## config.mk

```make
export PLATFORM = sky130hd
export DESIGN_NAME = plcl_muldiv
export DESIGN_NICKNAME = d
export VERILOG_FILES = /design/src/sv/plcl_pkg.sv /design/src/sv/plcl_muldiv.sv
export SDC_FILE = /design/constraint.sdc
export NUM_CORES = 1
export LEC_CHECK = 0
export BUFFER_PORTS_ARGS = -buffer_cell sky130_fd_sc_hd__buf_4
export CAP_MARGIN = 10
export CORE_ASPECT_RATIO = 1.25
export CORE_MARGIN = 2
export CORE_UTILIZATION = 35
export CTS_CLUSTER_DIAMETER = 60
export DETAILED_ROUTE_END_ITERATION = 12
export PLACE_DENSITY = 0.53
export RECOVER_POWER = 100
export SLEW_MARGIN = 15
export SYNTH_ARGS = -nofsm -noshare
export SYNTH_HDL_FRONTEND = slang
export SYNTH_SLANG_ARGS = --single-unit
```

## constraint.sdc

```tcl
create_clock -name clk -period 9.3 [get_ports clk]
set_input_delay 0.465 -clock clk [delete_from_list [all_inputs] [get_ports clk]]
set_output_delay 0.465 -clock clk [all_outputs]
set_load 0.01 [all_outputs]
```

## src/sv/plcl_pkg.sv

```systemverilog
// Package for the piecewise-linear curve lookup block.
// Holds mode and status codes, operand widths and the multiply-divide request type.
// No dependencies.
package plcl_pkg;

	localparam int ENTRIES_DEFAULT   = 256;
	localparam int FRAC_BITS_DEFAULT = 16;

	localparam int DW  = 32; // data word
	localparam int OPW = 34; // multiply-divide operand width
	localparam int QW  = 42; // signed capped quotient width

	localparam logic [2:0] MODE_CLEAR    = 3'd0;
	localparam logic [2:0] MODE_LOAD     = 3'd1;
	localparam logic [2:0] MODE_LOOKUP   = 3'd2;
	localparam logic [2:0] MODE_LOOKUP_X = 3'd3;
	localparam logic [2:0] MODE_SLOPE    = 3'd4;
	localparam logic [2:0] MODE_INTERVAL = 3'd5;
	localparam logic [2:0] MODE_INVERSE  = 3'd6;
	localparam logic [2:0] MODE_NONE     = 3'd7;

	localparam logic [1:0] ST_OK       = 2'd0;
	localparam logic [1:0] ST_EMPTY    = 2'd1;
	localparam logic [1:0] ST_FULL     = 2'd2;
	localparam logic [1:0] ST_NOT_ASC  = 2'd3;

	typedef struct packed {
		logic                  start;
		logic signed [OPW-1:0] a;
		logic signed [OPW-1:0] b;
		logic [OPW-1:0]        d;
	} md_req_t;

endpackage

```

## src/sv/plcl_muldiv.sv

```systemverilog
// Iterative a*b/d unit: shift-add multiply one bit a cycle, then restoring division.
// Quotient is truncated toward zero with magnitude capped at 2^40. Depends on plcl_pkg.
module plcl_muldiv (
	input  logic                             clk,
	input  logic                             arst_n,
	input  plcl_pkg::md_req_t                req,
	output logic                             done,
	output logic signed [plcl_pkg::QW-1:0]   quo
);
	localparam int W  = plcl_pkg::OPW;
	localparam int PW = 2 * W;
	localparam logic [1:0] P_IDLE = 2'd0;
	localparam logic [1:0] P_MUL  = 2'd1;
	localparam logic [1:0] P_DIV  = 2'd2;
	localparam logic [1:0] P_FIN  = 2'd3;

	logic [1:0]    phase_q;
	logic [6:0]    cnt_q;
	logic [W-1:0]  ua_q, d_q, r_q;
	logic          neg_q;
	logic [PW-1:0] p_q, qt_q;
	logic [W:0]    sum, rs;
	logic          ge;
	logic          over;
	logic [40:0]   mag;

	assign sum = {1'b0, p_q[PW-1:W]} + {1'b0, (p_q[0] ? ua_q : {W{1'b0}})};
	assign rs  = {r_q, p_q[PW-1]};
	assign ge  = rs >= {1'b0, d_q};

	always_ff @(posedge clk or negedge arst_n) begin
		if (!arst_n) begin
			phase_q <= P_IDLE;
			cnt_q   <= '0;
		end else begin
			unique case (phase_q)
				P_IDLE: begin
					if (req.start) begin
						phase_q <= P_MUL;
						cnt_q   <= '0;
					end
				end
				P_MUL: begin
					cnt_q <= cnt_q + 7'd1;
					if (cnt_q == 7'(W - 1)) begin
						phase_q <= P_DIV;
						cnt_q   <= '0;
					end
				end
				P_DIV: begin
					cnt_q <= cnt_q + 7'd1;
					if (cnt_q == 7'(PW - 1)) phase_q <= P_FIN;
				end
				default: phase_q <= P_IDLE;
			endcase
		end
	end

	always_ff @(posedge clk) begin
		if (phase_q == P_IDLE && req.start) begin
			ua_q  <= req.a[W-1] ? W'(-req.a) : W'(req.a);
			p_q   <= {{W{1'b0}}, (req.b[W-1] ? W'(-req.b) : W'(req.b))};
			d_q   <= req.d;
			neg_q <= req.a[W-1] ^ req.b[W-1];
			r_q   <= '0;
			qt_q  <= '0;
		end else if (phase_q == P_MUL) begin
			p_q <= {sum, p_q[W-1:1]};
		end else if (phase_q == P_DIV) begin
			r_q  <= ge ? W'(rs - {1'b0, d_q}) : W'(rs);
			qt_q <= {qt_q[PW-2:0], ge};
			p_q  <= {p_q[PW-2:0], 1'b0};
		end
	end

	always_comb begin
		over = |qt_q[PW-1:40];
		mag  = over ? {1'b1, 40'd0} : {1'b0, qt_q[39:0]};
		if (d_q == '0) quo = '0;
		else if (neg_q) quo = -$signed({1'b0, mag});
		else quo = $signed({1'b0, mag});
	end

	assign done = phase_q == P_FIN;
endmodule

```

==> results_dict.tcl <==
set metrics [dict create \
    ys_seq_elements 248 \
    grt_antenna_before_repair 0 \
    final.fill_count 4669 \
    postCtsHoldBufs 1 \
    crit_fanout 168 \
    die_x_um 197 \
    drtIter0Drc 741 \
    max_stage_delay_ns 2.51 \
    cp_slowest_cell "clkbuf_1" \
    leakage_nw 7.47 \
    async_flop_share_pct 3.63 \
    diodes 0 \
    drv_cap 6 \
    cts_buffer_depth 3 \
    hp-class "input port to flop" \
    cts_inserted_buffers 30 \
    synth-warning-count 0 \
    p_per_area_nw_per_um2 347 \
    rrSetupSlack_ns 3.04 \
    viasPerCell 5.33 \
    crit_type "flop to flop" \
    cts_tree "done" \
    insertion_delay_ns 0.58 \
    core.rowCount 88 \
    cts_root_buf "clkbuf_16" \
    startpoint "phase_q[0]" \
    yosysTopAreaCell "edfxtp_1" \
    ctsResizeCount 0 \
    hold_viol 0 \
    synthAdderAreaFrac_pct 6.24 \
    synth_top_family_by_area "compound AO/OA/AOI/OAI gates" \
    drc 0 \
    synth_area_leaders "edfxtp_1, dfxtp_1, mux2i_1" \
    wl_per_cell_um 15.8 \
    maxSlewHeadroom_pct -161 \
    rsz0062_at_grt "no" \
    crit_chain "inv_1, ha_1, nand2_1, clkbuf_1, inv_8, clkbuf_1, o21ai_0" \
    timing.rr.start "phase_q[0]" \
    grt_usage_pct 16.3 \
    tns_ns 0 \
    core_um2 46000 \
    grt_max_degree 169 \
    reg2reg_to "p_q[2]" \
    cp.arrival_ns 6.43 \
    clkTransAtPathRegs_ns 0.06 \
    violations "capacitance limit, slew limit" \
    synthSimpleGateAreaFrac_pct 17.1 \
    end_kind "flop" \
    synth_compound_area_share_pct 19.4 \
    worst_slew_pin_slew_ns 3.92 \
    peakVddDrop_uv 218 \
    worst_path_most_repeated_cell "clkbuf_1" \
    io_buffers 147 \
    drt-total-wl_um 40100 \
    drive_gt1_share_pct 8.63 \
    vias 13500 \
    fin_util_pct 40.4 \
    worstPathRequired_ns 9.47 \
    final_max_slew_viol_count 317 \
    max_freq_mhz 160 \
    htreeDepth 1 \
    r2r_cells 7 \
    synth_top_area_share_pct 19.0 \
    outcome "complete, but fails checks" \
    synth.distinct_cells 71 \
    postCtsSetupBuffers 0 \
    syn_nets 2036 \
    overflow 0 \
    die_h_um 245 \
    synth_top_flop_cell "dfxtp_1" \
    start_util_pct 35.3 \
    die_area_um2 48200 \
    crit_path_end "p_q[2]" \
    min_period_over_period_pct 67.3 \
    clkSinkCount 248 \
    grt_pass1_vias 13300 \
    syn_area_per_cell_um2 8.79 \
    period_needed_ns 6.26 \
    synth-seq-area-share_pct 37.1 \
    start_kind "flop" \
    grt_first_pass_wirelength_um 65800 \
    nets 2120 \
    ant_nets 0 \
    drt_first_pass_iters 7 \
    area_growth_pct 14.3 \
    synth_edf_count 103 \
    synthMuxAreaShare_pct 8.41 \
    synth_xor_area_share_pct 7.70 \
    netlist_instances 1851 \
    dp_hpwl_um 28600 \
    gp_congestion 0.867 \
    netlist_area_um2 16300 \
    skew_ns 0.0177 \
    ios 148 \
    finalSetupViolations 0 \
]
## layout by cell type, fill, tap and decap left out, types with 38 or more instances in the layout
cell and instances:
o31ai_1 38, edfxtp_1 103, a21oi_1 133, mux2i_1 130, a211oi_1 48, nand2_1 118, dfxtp_1 136, clkbuf_1 69
xnor2_1 93, ha_1 77, nor2_1 207, inv_1 66, xor2_1 50, buf_4 71, o21ai_0 146
## layer usage
layer	vias to the layer above	track usage (%)	wire (um)	part of all wire, %
met5	-	0	0	0
met2	215	29.9	20100	50
met4	0	4.71	890	2.2
li1	6901	-	-	-
met3	62	1.90	1170	2.9
met1	6369	19.8	18000	45
## critical path: cells and delay by family, from the launching register on
family	cells	cell delay (ns)
adder cells (fa/ha/maj)	1	0.22
AO/OA/AOI/OAI	1	0.46
flip-flops	1	0.44
buffers and inverters	4	4.63
AND/OR/NAND/NOR	1	0.07
## cell type report
cell class | instances | area (um^2) | area share [%]
inverters | 67 | 259 | 1.39
multi-input cells | 1429 | 9560 | 51.4
well taps | 585 | 732 | 3.93
flip-flops and latches | 248 | 6040 | 32.5
clock buffers | 42 | 880 | 4.73
clock inverters | 13 | 165 | 0.888
repair buffers | 159 | 963 | 5.18
## report_power, final
| part | internal (W) | leakage, nW | switching [W] |
|---|---|---|---|
| Combinational | 0.00140 | 4.75 | 0.00207 |
| Sequential | 0.00155 | 2.22 | 0.000216 |
| Clock | 0.000745 | 0.507 | 0.000479 |
## worst min-delay path by stage
stage                     cells past startpoint  startpoint        to
after floorplan                               0      arst_n  cnt_q[0]
after global placement                        1      arst_n  cnt_q[2]
after detailed placement                      1      arst_n  cnt_q[0]
after CTS                                     1     req[28]   d_q[28]
after global routing                          1      req[8]    d_q[8]
final                                         1     req[28]   d_q[28]
## sequential cells by signal (all words and copies together) (netlist names)
signal / flops
cnt_q: 7
ua_q: 34
phase_q: 2
qt_q: 68
r_q: 34
p_q: 68
neg_q: 1
d_q: 34
## synthesized netlist by cell type, types with 37 or more instances
library cell / n
a211oi_1: 48
a21oi_1: 133
and2_1: 37
clkbuf_1: 91
dfxtp_1: 136
edfxtp_1: 103
ha_1: 78
inv_1: 66
mux2i_1: 130
nand2_1: 118
nor2_1: 207
o21ai_0: 146
o31ai_1: 38
xnor2_1: 93
xor2_1: 50
## metrics by stage
step | power (W) | cell area (um^2) | worst slack [ns] | hold WS [ns] | std cells
after floorplan | 0.00442 | 16300 | 5.50 | 0.169 | 1851
after global placement | 0.00531 | 17800 | 5.34 | 0.299 | 2487
after detailed placement | 0.00535 | 17800 | 5.23 | 0.298 | 2487
after CTS | 0.00661 | 18900 | 4.83 | 0.0260 | 2543
after global routing | 0.00703 | 18600 | 2.30 | 0.0536 | 2543
final | 0.00646 | 18600 | 3.04 | 0.0823 | 2543
## cells by family (layout without fill, tap and decap cells)
group	after synthesis	in the layout
AO/OA/AOI/OAI	502	502
XOR/XNOR	143	143
adder cells (fa/ha/maj)	80	80
buffers and inverters	174	281
flip-flops	248	248
multiplexers	136	136
AND/OR/NAND/NOR	568	568
No activity file was read; power rests on OpenSTA's default activity.
